--- src/svc_pkg.sv ---
// Shared types and constants for the spatially variant 3x3 filter.
// No dependencies.
package svc_pkg;

	localparam int PIX_W  = 8;
	localparam int COEF_W = 12;
	localparam int D_W    = 16;
	localparam int ROOT_W = 21;
	localparam int POS_W  = 12;
	localparam int COL_W  = 9;

	// register indexes on the configuration port
	localparam logic [2:0] REG_COEF_LO = 3'd0;
	localparam logic [2:0] REG_COEF_HI = 3'd1;
	localparam logic [2:0] REG_CTR_ROW = 3'd2;
	localparam logic [2:0] REG_CTR_COL = 3'd3;
	localparam logic [2:0] REG_SCALE   = 3'd4;
	localparam logic [2:0] REG_WIDTH   = 3'd5;
	localparam logic [2:0] REG_HEIGHT  = 3'd6;

	// one window column, row 0 on top
	typedef logic [2:0][PIX_W-1:0] col_t;

	typedef struct packed {
		logic             start;
		logic [POS_W-1:0] row;
		logic [COL_W-1:0] col;
		logic [POS_W-1:0] center_row;
		logic [POS_W-1:0] center_col;
		logic [POS_W-1:0] scale;
	} wt_req_t;

	typedef enum logic [4:0] {
		S_IDLE = 5'b00001,
		S_READ = 5'b00010,
		S_CALC = 5'b00100,
		S_MUL  = 5'b01000,
		S_FIN  = 5'b10000
	} state_t;

	typedef enum logic [4:0] {
		W_IDLE = 5'b00001,
		W_SUM  = 5'b00010,
		W_SQRT = 5'b00100,
		W_DIV  = 5'b01000,
		W_DONE = 5'b10000
	} wstate_t;

endpackage

--- src/svc_weight.sv ---
// Distance weight unit: squared distance, bit-serial square root, bit-serial divide.
// Depends on svc_pkg.
module svc_weight import svc_pkg::*; (
	input  logic           clk,
	input  logic           arst_n,
	input  wt_req_t        req,
	output logic           done,
	output logic [D_W-1:0] weight
);

	wstate_t            state_q;
	logic [4:0]         cnt_q;
	logic [23:0]        sqa_q, sqb_q;
	logic [2*ROOT_W-1:0] x_q;
	logic [24:0]        rem_q;
	logic [ROOT_W-1:0]  root_q;
	logic [POS_W-1:0]   scale_q;
	logic [POS_W-1:0]   drem_q;
	logic [ROOT_W-1:0]  quo_q;

	logic signed [12:0] dr, dc;
	logic signed [25:0] sq_r, sq_c;
	logic [24:0]        rem_n, trial;
	logic [12:0]        drem_n;
	logic               last_it;

	assign dr    = $signed({1'b0, req.row}) - $signed({1'b0, req.center_row});
	assign dc    = $signed({2'b0, req.col}) - $signed({1'b0, req.center_col});
	assign sq_r  = dr * dr;
	assign sq_c  = dc * dc;
	assign rem_n = {rem_q[22:0], x_q[2*ROOT_W-1 -: 2]};
	assign trial = {2'b0, root_q, 2'b01};
	assign drem_n = {drem_q, quo_q[ROOT_W-1]};
	assign last_it = (cnt_q == 5'(ROOT_W - 1));

	always_ff @(posedge clk or negedge arst_n) begin
		if (!arst_n) begin
			state_q <= W_IDLE;
			cnt_q   <= '0;
		end else begin
			case (state_q)
				W_IDLE: if (req.start) state_q <= W_SUM;
				W_SUM: begin
					cnt_q   <= '0;
					state_q <= W_SQRT;
				end
				W_SQRT: begin
					cnt_q <= last_it ? '0 : cnt_q + 5'd1;
					if (last_it) state_q <= W_DIV;
				end
				W_DIV: begin
					cnt_q <= cnt_q + 5'd1;
					if (last_it) state_q <= W_DONE;
				end
				W_DONE: state_q <= W_IDLE;
				default: state_q <= W_IDLE;
			endcase
		end
	end

	always_ff @(posedge clk) begin
		case (state_q)
			W_IDLE: begin
				sqa_q   <= sq_r[23:0];
				sqb_q   <= sq_c[23:0];
				scale_q <= req.scale;
			end
			W_SUM: begin
				x_q    <= {1'b0, 25'(sqa_q) + 25'(sqb_q), 16'b0};
				rem_q  <= '0;
				root_q <= '0;
			end
			W_SQRT: begin
				x_q <= {x_q[2*ROOT_W-3:0], 2'b00};
				if (rem_n >= trial) begin
					rem_q  <= rem_n - trial;
					root_q <= {root_q[ROOT_W-2:0], 1'b1};
				end else begin
					rem_q  <= rem_n;
					root_q <= {root_q[ROOT_W-2:0], 1'b0};
				end
				if (last_it) drem_q <= '0;
				if (last_it) quo_q  <= (rem_n >= trial) ? {root_q[ROOT_W-2:0], 1'b1}
				                                        : {root_q[ROOT_W-2:0], 1'b0};
			end
			W_DIV: begin
				// quotient bits shift in as dividend bits shift out
				if (drem_n >= {1'b0, scale_q}) begin
					drem_q <= 12'(drem_n - {1'b0, scale_q});
					quo_q  <= {quo_q[ROOT_W-2:0], 1'b1};
				end else begin
					drem_q <= drem_n[POS_W-1:0];
					quo_q  <= {quo_q[ROOT_W-2:0], 1'b0};
				end
			end
			default: ;
		endcase
	end

	assign done   = (state_q == W_DONE);
	assign weight = (scale_q == '0 || quo_q[ROOT_W-1:D_W] != '0) ? {D_W{1'b1}}
	                                                               : quo_q[D_W-1:0];

endmodule

--- config.mk ---
export PLATFORM = sky130hd
export DESIGN_NAME = svc_weight
export DESIGN_NICKNAME = d
export VERILOG_FILES = /design/src/svc_pkg.sv /design/src/svc_weight.sv
export SDC_FILE = /design/constraint.sdc
export NUM_CORES = 1
export LEC_CHECK = 0
export ABC_AREA = 1
export BUFFER_PORTS_ARGS = -buffer_cell sky130_fd_sc_hd__buf_2
export CAP_MARGIN = 20
export CORE_UTILIZATION = 59
export CTS_CLUSTER_SIZE = 30
export DETAILED_ROUTE_END_ITERATION = 16
export PLACE_DENSITY = 0.79
export SLEW_MARGIN = 25
export SYNTH_ARGS = -nofsm -noshare
export SYNTH_HDL_FRONTEND = slang
export SYNTH_SLANG_ARGS = --single-unit
--- constraint.sdc ---
create_clock -name clk -period 6.8 [get_ports clk]
set_input_delay 1.02 -clock clk [delete_from_list [all_inputs] [get_ports clk]]
set_output_delay 1.02 -clock clk [all_outputs]
set_load 0.01 [all_outputs]
==> results.sh <==
export IMPL_final_util_pct=73.8
export IMPL_netlist_top_cells_count="inv_1, nand2_1, nor2_1"
export IMPL_clkTransAtPathRegs_ns=0.07
export IMPL_tightestPinTransition_ns=0.924
export IMPL_cts_buffer_depth=2
export IMPL_required_ns=6.99
export IMPL_cts_hold_buf=0
export IMPL_start_kind="input pin"
export IMPL_synth_avg_cell_area_um2=8.26
export IMPL_path_max_fanout=6
export IMPL_crit_start="req[28]"
export IMPL_viasPerCell=5.35
export IMPL_fillerInstances=2624
export IMPL_grt_overflow_total=0
export IMPL_drt_iter0_drc=1106
export IMPL_hpwlAfterDp_mm=44.8
export IMPL_cts_sinks=171
export IMPL_grt_pass1_wl_mm=88.8
export IMPL_finalHoldViolCount=0
export IMPL_die_h_um=195
export IMPL_dr_pass1_iters=5
export IMPL_r2r_start="root_q[6]"
export IMPL_reg2reg_depth=10
export IMPL_pre_cts_ws_ns=-0.445
export IMPL_drv_cap=0
export IMPL_core_mm2=0.0366
export IMPL_cts_buffers=17
export IMPL_slew_violations=0
export IMPL_arrival_ns=6.94
export IMPL_fin_crit_sh_pct=99.3
export IMPL_drt_wl_total_mm=56.2
export IMPL_period_minus_slack_ns=6.75
export IMPL_grt_max_degree=71
export IMPL_area_delta_synth_final_pct=23.2
export IMPL_ys_seq_elements=171
export IMPL_place_inst=3485
export IMPL_drc=0
export IMPL_clk_latency_ns=0.43
export IMPL_grt_use_total_pct=29.0
export IMPL_antenna_found_initial=0
export IMPL_wl_per_cell_um=15.9
export IMPL_cp_end_kind="flip-flop"
export IMPL_initial_core_util_pct=59.9
export IMPL_synth_edf_count=161
export IMPL_antenna_cells=0
export IMPL_die_x_um=195
export IMPL_synth_most_common_cell="inv_1"
export IMPL_min_path_type="in -> async"
export IMPL_async_reset_ff_share_pct=5.85
export IMPL_htreeDepth=4
export IMPL_design_area_mm2=0.0270
export IMPL_crit_path_max_incr_delay_ns=0.53
export IMPL_worst_slew_margin_rel_pct=38.4
export IMPL_grt_pass1_vias=19500
export IMPL_final_setup_skew_ns=0.0141
export IMPL_io_pins=77
export IMPL_yosysUniqueCellTypes=49
export IMPL_fmax_mhz=148
export IMPL_cts_root_buf="clkbuf_16"
export IMPL_detail_route_antenna_nets=0
export IMPL_nNetsFinal=3592
export IMPL_syn_cell_area_mm2=0.0219
export IMPL_die_area_mm2=0.0380
export IMPL_setup_slack_ns=0.0465
export IMPL_num_vias=18900
export IMPL_synth_area_leaders="fa_1, edfxtp_1, ha_1"
export IMPL_synth_largest_area_cell="fa_1"
export IMPL_crit_slowest_cell="fa_1"
export IMPL_rows=70
export IMPL_placed_area_mm2=0.0254
export IMPL_drive_gt1_share_pct=21.6
export IMPL_synth_seq_area_share_pct=23.2
export IMPL_portBuffers=76
export IMPL_ys_warnings_count=0
export IMPL_instances_no_fill=3536
export IMPL_cts_tree="done"
export IMPL_setup_viol=0
export IMPL_globalplace_congestion=0.971
export IMPL_worst_setup_path_type="in -> reg"
export IMPL_synthFlopType="edfxtp_1"
export IMPL_outcome="finished clean"
export IMPL_syn_inst=2655
export IMPL_critPathMostFrequentCell="nand2_1"
export IMPL_synth_top_cell_area_share_pct=24.0
==> cell families (layout without fill, tap and decap cells) <==
| logic type | count (synthesis) | in the layout | share of synthesized area [%] |
|---|---|---|---|
| AO/OA/AOI/OAI | 305 | 305 | 7.52 |
| XOR/XNOR | 84 | 84 | 3.56 |
| adder cells (fa/ha/maj) | 477 | 477 | 36.2 |
| buffers and inverters | 620 | 1031 | 10.8 |
| flip-flops | 171 | 171 | 23.2 |
| other | 1 | 2 | 0.0171 |
| AND/OR/NAND/NOR | 997 | 998 | 18.7 |
==> cell usage in the layout, fill, tap and decap left out, types with 8 or more instances in the layout <==
cell       Yosys  final
nand2_1      525    502
nor3_1        22     18
dfrtp_1        9      9
buf_2          9     77
nor2_2         1     36
inv_2          8     20
fa_2           0     13
buf_4          6    324
ha_4           0     35
ha_1         214    176
xor2_1        44     42
nor2_1       272    229
a31oi_1       13     12
a21oi_2        0     19
o21bai_1      13     11
nand3_1      104     97
nand4_1       36     36
fa_1         263    250
a21oi_1      137    114
clkbuf_16      0     17
nor2_4         0      8
inv_1        575    559
o21ai_0      110     98
nand2_2        3     23
a21o_1        13     13
edfxtp_1     161    161
xnor2_1       34     32
nand3_2        2      9
==> stage by stage <==
stage	hold slack [ns]	setup TNS, ns
after CTS	0.425	0
after detailed placement	0.514	-7.87
after global placement	0.506	-4.57
after floorplan	0.487	-0.123
after global routing	0.430	-1.06
final	0.433	0
==> worst paths after layout <==
path / to / slack [ns]
worst max-delay path: sqa_q[23] / 0.05
min in group clk: x_q[18] / 0.53
worst max register to register: quo_q[0] / 3.51
worst min-delay path: cnt_q[4] / 0.43
worst min register to register: x_q[18] / 0.53
max in group asynchronous: state_q[0] / 6.11
==> state kept, by name, indices dropped and copies added, names as in the netlist <==
name	count
x_q	26
rem_q	23
quo_q	21
scale_q	12
sqa_q	23
cnt_q	5
state_q	5
drem_q	12
sqb_q	23
root_q	21
==> final cells by class <==
type                    count  area, um2  area share [%]
multi-input cells        1866      15500            57.5
flip-flops and latches    171       5090            18.8
repair buffers            413       3000            11.1
inverters                 586       2220            8.23
well taps                 468        586            2.17
clock buffers              20        457            1.69
clock inverters            12        135           0.500
==> timing repair <==
item / in CTS / in global routing
buffers inserted: 0 / 16
gates resized for setup: 0 / 183
endpoints found under the setup margin: 0 / 27
==> metal layers <==
metal / routed length [um] / track usage, %
met5: 0 / 0
met4: 1520 / 8.52
met3: 2740 / 3.45
met2: 29600 / 53.9
met1: 22400 / 35.2
==> worst max-delay path: cells and delay by family <==
kind,cells,cell delay [ns]
compound gates,3,0.59
fa+ha+maj,8,3.28
buf+inv,9,0.85
simple gates,13,1.19
Power is not shown: default switching activity piles up to over one toggle a cycle in this logic, so the estimate is an artifact.
