--- src/svc_pkg.sv ---
// Shared types and constants for the spatially variant 3x3 filter.
// No dependencies.
package svc_pkg;

	localparam int PIX_W  = 8;
	localparam int COEF_W = 12;
	localparam int D_W    = 16;
	localparam int ROOT_W = 21;
	localparam int POS_W  = 12;
	localparam int COL_W  = 9;

	// register indexes on the configuration port
	localparam logic [2:0] REG_COEF_LO = 3'd0;
	localparam logic [2:0] REG_COEF_HI = 3'd1;
	localparam logic [2:0] REG_CTR_ROW = 3'd2;
	localparam logic [2:0] REG_CTR_COL = 3'd3;
	localparam logic [2:0] REG_SCALE   = 3'd4;
	localparam logic [2:0] REG_WIDTH   = 3'd5;
	localparam logic [2:0] REG_HEIGHT  = 3'd6;

	// one window column, row 0 on top
	typedef logic [2:0][PIX_W-1:0] col_t;

	typedef struct packed {
		logic             start;
		logic [POS_W-1:0] row;
		logic [COL_W-1:0] col;
		logic [POS_W-1:0] center_row;
		logic [POS_W-1:0] center_col;
		logic [POS_W-1:0] scale;
	} wt_req_t;

	typedef enum logic [4:0] {
		S_IDLE = 5'b00001,
		S_READ = 5'b00010,
		S_CALC = 5'b00100,
		S_MUL  = 5'b01000,
		S_FIN  = 5'b10000
	} state_t;

	typedef enum logic [4:0] {
		W_IDLE = 5'b00001,
		W_SUM  = 5'b00010,
		W_SQRT = 5'b00100,
		W_DIV  = 5'b01000,
		W_DONE = 5'b10000
	} wstate_t;

endpackage

--- src/svc_col_cell.sv ---
// One column cell of the 3x3 window; hands its column to the left neighbor.
// Depends on svc_pkg.
module svc_col_cell import svc_pkg::*; (
	input  logic clk,
	input  logic arst_n,
	input  logic shift,
	input  col_t din,
	output col_t dout
);

	col_t col_q;

	always_ff @(posedge clk or negedge arst_n) begin
		if (!arst_n) begin
			col_q <= '0;
		end else if (shift) begin
			col_q <= din;
		end
	end

	assign dout = col_q;

endmodule

--- config.mk ---
export PLATFORM = sky130hd
export DESIGN_NAME = svc_col_cell
export DESIGN_NICKNAME = d
export VERILOG_FILES = /design/src/svc_pkg.sv /design/src/svc_col_cell.sv
export SDC_FILE = /design/constraint.sdc
export NUM_CORES = 1
export LEC_CHECK = 0
export BUFFER_PORTS_ARGS = -buffer_cell sky130_fd_sc_hd__buf_2
export CORE_UTILIZATION = 25
export DETAILED_ROUTE_END_ITERATION = 8
export GPL_ROUTABILITY_DRIVEN = 0
export HOLD_SLACK_MARGIN = 0.15
export SLEW_MARGIN = 20
export SYNTH_ARGS = -nofsm -noshare
export SYNTH_HDL_FRONTEND = slang
export SYNTH_SLANG_ARGS = --single-unit
--- constraint.sdc ---
create_clock -name clk -period 1.25 [get_ports clk]
set_input_delay 0.25 -clock clk [delete_from_list [all_inputs] [get_ports clk]]
set_output_delay 0.25 -clock clk [all_outputs]
set_load 0.005 [all_outputs]
==> run metrics, run 1 <==
status=completed; Synth cell types=5; gr usage total=0.0936; max FFs per register=24; min-delay src=din[22]; Setup Buffers After CTS=0; Multi-input gate area=345 um2; global-route wire length before repair=3010 um; Resized cells post-CTS=0; DR vias/cell=3.95; sequential area share after synthesis=0.602; Final Max Tran Viols=0; maximum root-to-sink buffer count=2; Final Non-Filler Cells=152; TritonCTS buffer count=3; setup TNS=0 ns; critical-path cell list=buf_2; syn_area_per_cell=19.6 um2; total core area=0.00374 mm2; Root Buffer=clkbuf_8; Slew Limit Headroom=0.650; synthesized flop and latch total=24; Reg2Reg Launch Point=dout[17]$_DFFE_PN0P_; Post-synth EDFFs=0; Tcrit/Tclk final=0.830; sw frac=0.208; initial drt markers=13; Reg power frac=0.481; number of diodes=0; share of layout cells above drive strength 1=0.760; CP delay by family, top=flip-flops; fin worst setup slack=0.212 ns; largest net degree at the start of global routing=25; register area=601 um2; initial antenna violation count=0; fill count=384; vias=between 600 and 700; setup violators final=0; Synth area leaders=dfrtp_1, mux2_4, mux2_2; Arr. time, crit path=0.79 ns; Worst setup EP type=output pin; DRC viols=0; crit path max fanout=2; Critical path buffers and inverters=1; Crit Path Class=register to output pin; Syn-to-layout area delta=36.1%; Final min period=a little over 1 ns; hold crit path type=primary input to register; P per Cell Area=1370 mW/mm2; Remaining Overflow, GRT=0; crit path launch=dout[19]$_DFFE_PN0P_; yosys warns=0; Worst EP required=1.00 ns; Post-DRT Antenna Nets=0; Worst Max-Slew Pin Slew=0.525 ns; net switching power=0.000386 W; routed len/inst=roughly 12 um; vias in the first global route=645; syn nets=78; Clk pwr share=0.359; DP Worst Slack=between 0.2 and 0.25 ns; # clock sinks=24; die height=65.2 um; Reg clk slew, reported paths=0.09 ns; area post-placement=0.00128 mm2; WL final=1860 um; share of power burned in combinational logic=0.160; PortBufs=50; DIE AREA=roughly 0.0042 mm2; most common cell in the netlist=dfrtp_1; startpoint type of the worst setup path=register; Most used DFF post-synth=dfrtp_1; Finished Cell Area=around 0.0014 mm2; Die Wd=65.2 um; final setup skew=0 ns; leak pwr=approximately 0.7 nW; max-cap viol count=0; # H-tree levels=1; Core Rows=22; top-level port count=51; Syn Inst Count=51; async set-or-reset flop fraction in the synthesized netlist=1.00; Nets=about 130; CP peak stage delay=~0.40 ns; Final Hold Viols=0; RSZ-0062 raised after global routing=false; TritonCTS clock tree=yes; Hold WS=~0.21 ns; internal power=0.00147 W; clock latency at the later pin of the worst-skew pair=0.26 ns; most frequent cells after synthesis=dfrtp_1, mux2_4, mux2_2; placed cell count=147; Initial Utilization=0.266; FMAX=963 MHz; Post-Syn Area=997 um2; drt pass-1 iters=3; Worst VDD drop=826 uV; area share of the largest cell type after synthesis=0.602; Worst path slowest cell=dfrtp_1; area leader, netlist=dfrtp_1; DP HPWL=about 1300 um
==> final cells by class <==
cell class | instances | share of cell area
Timing Repair Buffer | 52 | 0.206
Multi-Input combinational cell | 24 | 0.254
Clock inverter | 1 | 0.0221
Tap cell | 48 | 0.0442
Sequential cell | 24 | 0.442
Clock buffer | 3 | 0.0304
==> layer usage <==
metal	track usage	wire, um	share of wire
met1	0.119	864	0.46
met2	0.156	874	0.47
met3	0.0260	112	0.060
met4	0.0245	12	0.0064
met5	0	0	0
==> what timing repair did <==
action                                 4_1_cts  5_1_grt
hold buffers                                 1        0
setup endpoints to repair                    0        0
endpoints found under the hold margin       24        0
==> per-stage QoR <==
step / total power (W) / utilization
6_report: 0.00186 / 0.363
5_1_grt: 0.00195 / 0.363
4_1_cts: 0.00189 / 0.363
3_5_place_dp: 0.00121 / 0.341
3_3_place_gp: 0.00120 / 0.341
2_1_floorplan: 0.00107 / -
==> final timing paths <==
kind                       slack (ns)                   end  cells past startpoint
hold / removal                   0.21  dout[22]$_DFFE_PN0P_                      2
setup / recovery                 0.21              dout[19]                      1
max in group asynchronous        0.39   dout[3]$_DFFE_PN0P_                      2
setup reg to reg                 0.47  dout[17]$_DFFE_PN0P_                      1
min in group asynchronous        0.50   dout[0]$_DFFE_PN0P_                      2
hold reg to reg                  0.52  dout[23]$_DFFE_PN0P_                      1
==> cell families (layout without fill, tap and decap cells) <==
family | after synthesis | count (layout) | synth area share
mux | 24 | 24 | 0.346
flops | 24 | 24 | 0.602
buf+inv | 3 | 56 | 0.0514
==> power by group through the flow <==
stage	Combinational, W	Clock, W	Sequential (W)
after floorplan	0.000153	0	0.000915
after global placement	0.000291	0	0.000907
after detailed placement	0.000298	0	0.000909
after CTS	0.000302	0.000694	0.000896
after global routing	0.000322	0.000720	0.000906
final	0.000297	0.000669	0.000895
==> layout by cell type (no fill, tap or decap) <==
cell type,Yosys,final
buf_2,0,50
dfrtp_1,24,24
mux2_4,20,20
mux2_2,4,4
clkbuf_8,0,3
bufinv_16,0,1
dlygate4sd3_1,0,1
buf_12,2,1
Power figures use the tool's default switching activity.
==> inputs of run 2 (changes only) <==
--- a/config.mk
+++ b/config.mk
@@ -5,6 +5,7 @@
 export SDC_FILE = /design/constraint.sdc
 export NUM_CORES = 1
 export LEC_CHECK = 0
+export ABC_AREA = 1
 export BUFFER_PORTS_ARGS = -buffer_cell sky130_fd_sc_hd__buf_2
 export CORE_UTILIZATION = 25
 export DETAILED_ROUTE_END_ITERATION = 8
==> constraint.sdc (replaced) <==
create_clock -name clk -period 0.9 [get_ports clk]
set_input_delay 0.18 -clock clk [delete_from_list [all_inputs] [get_ports clk]]
set_output_delay 0.18 -clock clk [all_outputs]
set_load 0.005 [all_outputs]
==> run 2 against run 1 <==
Net effect:
- the flow now finishes with violations (setup timing)
- via count grew 59%
- hold slack gained 0.031 ns
- sequential cell count is the same
- setup slack lost 0.28 ns
- die area shrank 2.2%
- first-iteration DRC count grew 100%
- sequential share of layout area shrank 8.9 points
- critical endpoint is now dout[14]
- largest power group unchanged
- highest routed layer unchanged
==> run metrics, run 2 <==
Min-Delay Endpoint=dout[15]$_DFFE_PN0P_ (was dout[22]$_DFFE_PN0P_); largest net degree at the start of global routing=25 (unchanged); Crit Path Class=register to output pin (unchanged); Final Hold Viols=0 (unchanged); number of diodes=0 (unchanged); r2r endpoint=dout[18]$_DFFE_PN0P_ (was dout[17]$_DFFE_PN0P_); TritonCTS buffer count=3 (unchanged); initial drt markers=26 (was 13); syn nets=129 (was 78); sequential area share after synthesis=0.616 (was 0.602); Syn-to-layout area delta=74.6% (was 36.1%); Pwr Total=0.00268 W (was 0.00186 W); final setup skew=0 ns (unchanged); vias in the first global route=920 (was 645); top-level port count=51 (unchanged); # H-tree levels=1 (unchanged); setup violators final=24 (was 0); Post-Syn Area=975 um2 (was 997 um2); Slew Limit Headroom=0.798 (was 0.650); area leader, netlist=dfrtp_1 (unchanged); syn_area_per_cell=9.56 um2 (was 19.6 um2); area post-placement=0.00125 mm2 (was 0.00128 mm2); status=complete, but fails checks (was completed); leak pwr=0.959 nW (was 0.707 nW); Nets=224 (was 132); hold crit path type=primary input to register (unchanged); CP delay by family, top=flip-flops (unchanged); area share of the largest cell type after synthesis=0.616 (was 0.602); CP peak stage delay=0.40 ns (about the same); Reg2Reg Launch Point=dout[18]$_DFFE_PN0P_ (was dout[17]$_DFFE_PN0P_); clock latency at the later pin of the worst-skew pair=0.26 ns (about the same); Final min period=0.970 ns; register area=601 um2 (unchanged); critical-path cell list=buf_2 (unchanged); max FFs per register=24 (unchanged); drt pass-1 iters=4 (was 3); Synth area leaders=dfrtp_1, nand2_1, nand2_2 (was dfrtp_1, mux2_4, mux2_2); maximum root-to-sink buffer count=2 (unchanged); R2R depth=4 (was 1); routed len/inst=10.2 um (was 12.3 um); most common cell in the netlist=nand2_1 (was dfrtp_1); fill count=368 (was 384); Reg2Reg Setup Slack=0.07 ns (was 0.47 ns); Reg clk slew, reported paths=0.09 ns (about the same); hold depth=3 (was 2); Worst Max-Slew Pin Slew=0.303 ns (was 0.525 ns); synthesized flop and latch total=24 (unchanged); Worst EP required=0.72 ns (was 1.00 ns); Remaining Overflow, GRT=0 (unchanged); most frequent cells after synthesis=nand2_1, dfrtp_1, nand2_2 (was dfrtp_1, mux2_4, mux2_2); DP HPWL=1490 um (was 1300 um); initial antenna violation count=0 (unchanged); FMAX=1030 MHz; vias=955 (was 601); Tcrit/Tclk final=1.08; global-route wire length before repair=4010 um (was 3010 um); Critical path buffers and inverters=1 (unchanged); DR vias/cell=3.91 (was 3.95); Core Rows=22 (unchanged); Multi-input gate area=295 um2 (was 345 um2); Worst VDD drop=574 uV (was 826 uV); async set-or-reset flop fraction in the synthesized netlist=1.00 (unchanged); DIE AREA=0.00415 mm2 (was 0.00425 mm2); total core area=0.00369 mm2 (was 0.00374 mm2); DRC viols=0 (unchanged); Worst setup EP type=output pin (unchanged); RSZ-0062 raised after global routing=true (was false); failing checks=setup timing; share of layout cells above drive strength 1=0.434 (was 0.760); yosys warns=0 (unchanged); TritonCTS clock tree=yes (unchanged); Initial Utilization=0.264 (was 0.266); max-cap viol count=0 (unchanged); Syn Inst Count=102 (was 51); Die Wd=64.4 um (was 65.2 um); Post-DRT Antenna Nets=0 (unchanged); startpoint type of the worst setup path=register (unchanged); P per Cell Area=1580 mW/mm2 (was 1370 mW/mm2); Finished Cell Area=0.00170 mm2 (was 0.00136 mm2); Worst path slowest cell=dfrtp_1 (unchanged); gr usage total=0.125 (was 0.0936); Arr. time, crit path=0.79 ns (about the same); commonest cells after routing, fill and taps aside=nand2_1, buf_2, dlygate4sd3_1, dfrtp_1, buf_4 (was buf_2, dfrtp_1, mux2_4, mux2_2, clkbuf_8); Post-synth EDFFs=0 (unchanged); fin worst setup slack=-0.0699 ns (was 0.212 ns); Synth cell types=7 (was 5); Final Max Tran Viols=0 (unchanged); Most used DFF post-synth=dfrtp_1 (unchanged); # clock sinks=24 (unchanged); WL final=2480 um (was 1860 um); Root Buffer=clkbuf_8 (unchanged); Resized cells post-CTS=0 (unchanged); min-delay src=shift (was din[22]); crit path max fanout=2 (unchanged); die height=64.4 um (was 65.2 um); PortBufs=50 (unchanged); commonest non-fill, non-tap cell in the layout=nand2_1 (was buf_2)
## run 2: changes by cell type after synthesis
cell | before | now
nand2_1 | 0 | 62
mux2_4 | 20 | 0
nand2_2 | 0 | 10
mux2_2 | 4 | 0
buf_6 | 1 | 3
buf_12 | 2 | 1
clkbuf_8 | 0 | 1
inv_8 | 0 | 1
## run 2: worst max path at each step
| stage | start | end | slack (ns) | cells past startpoint |
|---|---|---|---|---|
| final | dout[14]$_DFFE_PN0P_ | dout[14] | -0.07 | 1 |
| after global routing | dout[13]$_DFFE_PN0P_ | dout[13] | -0.11 | 1 |
| after global placement | shift | dout[6]$_DFFE_PN0P_ | 0.15 | 4 |
| after detailed placement | shift | dout[6]$_DFFE_PN0P_ | 0.14 | 4 |
| after floorplan | shift | dout[10]$_DFFE_PN0P_ | 0.24 | 5 |
| after CTS | dout[14]$_DFFE_PN0P_ | dout[14] | -0.08 | 1 |
## run 2: logic make-up after synthesis
group	Yosys count	share of synthesized area
flip-flops	24	0.616
buffers and inverters	6	0.0809
AND/OR/NAND/NOR	72	0.303
## run 2: area by class of cell
type / instances / area share
Clock buffer: 3 / 0.0243
Clock inverter: 1 / 0.0176
Inverter: 1 / 0.00662
Multi-Input combinational cell: 72 / 0.174
Sequential cell: 24 / 0.353
Tap cell: 48 / 0.0353
Timing Repair Buffer: 95 / 0.390
## run 2: power breakdown
group	leakage (nW)	total [W]	switching (W)	internal, W
logic	0.631	0.000529	0.000214	0.000315
clock network	0.0357	0.000931	0.000337	0.000594
registers	0.292	0.00122	0.0000488	0.00117
## run 2: stage by stage
step	hold WS (ns)	worst slack, ns	setup TNS (ns)	utilization	std cells
floorplan	-0.116	0.236	0	-	102
global placement	0.188	0.152	0	0.340	198
detailed placement	0.182	0.138	0	0.340	198
CTS	0.234	-0.0804	-1.50	0.449	238
global route	0.271	-0.110	-2.12	0.461	244
finish	0.243	-0.0699	-1.29	0.461	244
## run 2: layer usage
metal / share of wire / GRT usage
met2: 0.47 / 0.214
met5: 0 / 0
met3: 0.056 / 0.0246
met4: 0.0077 / 0.0500
met1: 0.47 / 0.154
## run 2: worst reg2reg max path: stages, from the launching register on
cell and delay, ns:
dfrtp_1 0.38, buf_4 0.13, buf_4 0.12, nand2_2 0.05, nand2_1 0.05
## run 2: timing repair
item | 4_1_cts | 5_1_grt
endpoints found under the setup margin | 24 | 24
endpoints found under the hold margin | 48 | 0
hold buffers | 25 | 0
setup buffers | 11 | 6
==> inputs of run 3 (changes only) <==
--- a/config.mk
+++ b/config.mk
@@ -6,11 +6,13 @@
 export NUM_CORES = 1
 export LEC_CHECK = 0
 export ABC_AREA = 1
-export BUFFER_PORTS_ARGS = -buffer_cell sky130_fd_sc_hd__buf_2
+export BUFFER_PORTS_ARGS = -buffer_cell sky130_fd_sc_hd__buf_4
+export CORE_ASPECT_RATIO = 0.6
 export CORE_UTILIZATION = 25
 export DETAILED_ROUTE_END_ITERATION = 8
 export GPL_ROUTABILITY_DRIVEN = 0
 export HOLD_SLACK_MARGIN = 0.15
+export RECOVER_POWER = 25
 export SLEW_MARGIN = 20
 export SYNTH_ARGS = -nofsm -noshare
 export SYNTH_HDL_FRONTEND = slang
==> run 3 against run 2 <==
Net effect:
- the run still ends with setup timing left
- sequential power about the same
- fmax shrank 0.39%
- clock power decreased by 1%
- non-clock buffer count is the same
- cell area rose by 12%
- hold slack gained 0.046 ns
- register-to-register slack got worse by 0.03 ns
- setup slack got worse by 0.0038 ns
- first-iteration DRC count down 31%
- core utilization grew 5.2 points
- clock skew unchanged
- largest cell class unchanged
- final cell count fell by 0.41%
==> run metrics, run 3 (synthesized netlist as in run 2, its figures left out) <==
grt met1 use=0.164 (was 0.154); Final min period=0.974 ns (was 0.970 ns); Reg2Reg Launch Point=dout[14]$_DFFE_PN0P_ (was dout[18]$_DFFE_PN0P_); share of layout cells above drive strength 1=0.434 (unchanged); Hold WS=0.289 ns (was 0.243 ns); FMAX=1030 MHz (about the same); Post-DRT Antenna Nets=0 (unchanged); clock latency at the later pin of the worst-skew pair=0.26 ns (about the same); Worst path slowest cell=dfrtp_1 (unchanged); CP delay by family, top=flip-flops (unchanged); global-route wire length before repair=4130 um (was 4010 um); initial drt markers=18 (was 26); met2 Track Usage GR=0.233 (was 0.214); Tcrit/Tclk final=1.08 (about the same); TritonCTS buffer count=3 (unchanged); number of diodes=0 (unchanged); TritonCTS clock tree=yes (unchanged); P per Cell Area=1490 mW/mm2 (was 1580 mW/mm2); Nets=224 (unchanged); Worst Max-Slew Pin Slew=0.526 ns (was 0.303 ns); initial antenna violation count=0 (unchanged); hold crit path type=primary input to register (unchanged); RSZ-0062 raised after global routing=true (unchanged); placed cell count=194 (was 198); most used routing layer=met2 (unchanged); Final Non-Filler Cells=243 (was 244); routed len/inst=10.9 um (was 10.2 um); Worst setup EP type=output pin (unchanged); critical-path cell list=buf_6 (was buf_2); failing checks=setup timing (unchanged); crit path launch=dout[6]$_DFFE_PN0P_ (was dout[14]$_DFFE_PN0P_); Core Rows=17 (was 22); commonest non-fill, non-tap cell in the layout=nand2_1 (unchanged); # H-tree levels=1 (unchanged); area post-placement=0.00134 mm2 (was 0.00125 mm2); commonest cells after routing, fill and taps aside=nand2_1, buf_4, dlygate4sd3_1, dfrtp_1, buf_6 (was nand2_1, buf_2, dlygate4sd3_1, dfrtp_1, buf_4); # clock sinks=24 (unchanged); final setup skew=0 ns (unchanged); setup violators final=24 (unchanged); max-cap viol count=0 (unchanged); Syn-to-layout area delta=95.0% (was 74.6%); gr usage total=0.135 (was 0.125); PortBufs=50 (unchanged); Arr. time, crit path=0.79 ns (about the same); Slew Limit Headroom=0.649 (was 0.798); maximum root-to-sink buffer count=2 (unchanged); crit path max fanout=2 (unchanged); top-level port count=51 (unchanged); vias=971 (was 955); fin worst setup slack=-0.0737 ns (was -0.0699 ns); Crit Path Class=register to output pin (unchanged); status=complete, but fails checks (unchanged); min-delay src=shift (unchanged); Worst VDD drop=1110 uV (was 574 uV); total core area=0.00370 mm2 (was 0.00369 mm2); CP peak stage delay=0.41 ns (was 0.40 ns); DIE AREA=0.00416 mm2 (was 0.00415 mm2); Finished Cell Area=0.00190 mm2 (was 0.00170 mm2); startpoint type of the worst setup path=register (unchanged); M3 GR Usage=0.0455 (was 0.0246); WL final=2650 um (was 2480 um); Remaining Overflow, GRT=0 (unchanged); Final Hold Viols=0 (unchanged); Root Buffer=clkbuf_8 (unchanged); DP HPWL=1640 um (was 1490 um); leak pwr=1.02 nW (was 0.959 nW); Initial Utilization=0.263 (was 0.264); die height=50.4 um (was 64.4 um); Die Wd=82.6 um (was 64.4 um); max FFs per register=24 (unchanged); Critical path buffers and inverters=1 (unchanged); Reg clk slew, reported paths=0.08 ns (was 0.09 ns); drt pass-1 iters=4 (unchanged); Final Max Tran Viols=0 (unchanged); largest net degree at the start of global routing=26 (was 25); Worst EP required=0.72 ns (about the same); vias in the first global route=940 (was 920); DRC viols=0 (unchanged); DR vias/cell=4.00 (was 3.91)
-- run 3: cell type report --
| cell class | instances | area, um2 |
|---|---|---|
| clock buffers | 3 | 41.3 |
| clock inverters | 1 | 30.0 |
| fillers | 348 | 1800 |
| inverters | 1 | 11.3 |
| multi-input cells | 72 | 295 |
| flip-flops and latches | 24 | 601 |
| well taps | 47 | 58.8 |
| repair buffers | 95 | 863 |
-- run 3: power breakdown --
group / internal (W) / switching [W] / total (W)
clock: 0.000594 / 0.000326 / 0.000920
combinational: 0.000450 / 0.000223 / 0.000673
sequential: 0.00117 / 0.0000724 / 0.00125
-- run 3: worst paths after layout --
kind | to | slack, ns | cells after the start
min in group asynchronous | dout[16]$_DFFE_PN0P_ | 0.42 | 2
setup / recovery | dout[6] | -0.07 | 1
max in group asynchronous | dout[9]$_DFFE_PN0P_ | 0.13 | 2
setup reg to reg | dout[14]$_DFFE_PN0P_ | 0.04 | 4
hold / removal | dout[7]$_DFFE_PN0P_ | 0.29 | 3
hold reg to reg | dout[20]$_DFFE_PN0P_ | 0.51 | 2
-- run 3: routing by layer --
| metal | wire, um | vias up |
|---|---|---|
| li1 | - | 492 |
| met1 | 1140 | 457 |
| met2 | 1390 | 20 |
| met3 | 102 | 2 |
| met4 | 14 | 0 |
| met5 | 0 | - |
-- run 3: per-stage QoR --
stage	utilization	total power, W	setup TNS, ns	setup WS [ns]
floorplan	-	0.00141	0	0.236
global placement	0.362	0.00166	0	0.0818
detailed placement	0.362	0.00167	0	0.0596
CTS	0.498	0.00283	-1.76	-0.0885
global route	0.514	0.00299	-2.25	-0.113
finish	0.514	0.00284	-1.44	-0.0737
-- run 3: timing repair --
action                                 CTS  global route
setup endpoints to repair               24            24
buffers inserted                        12             8
endpoints found under the hold margin   48             0
hold buffers                            25             0
gates resized for setup                 24             0
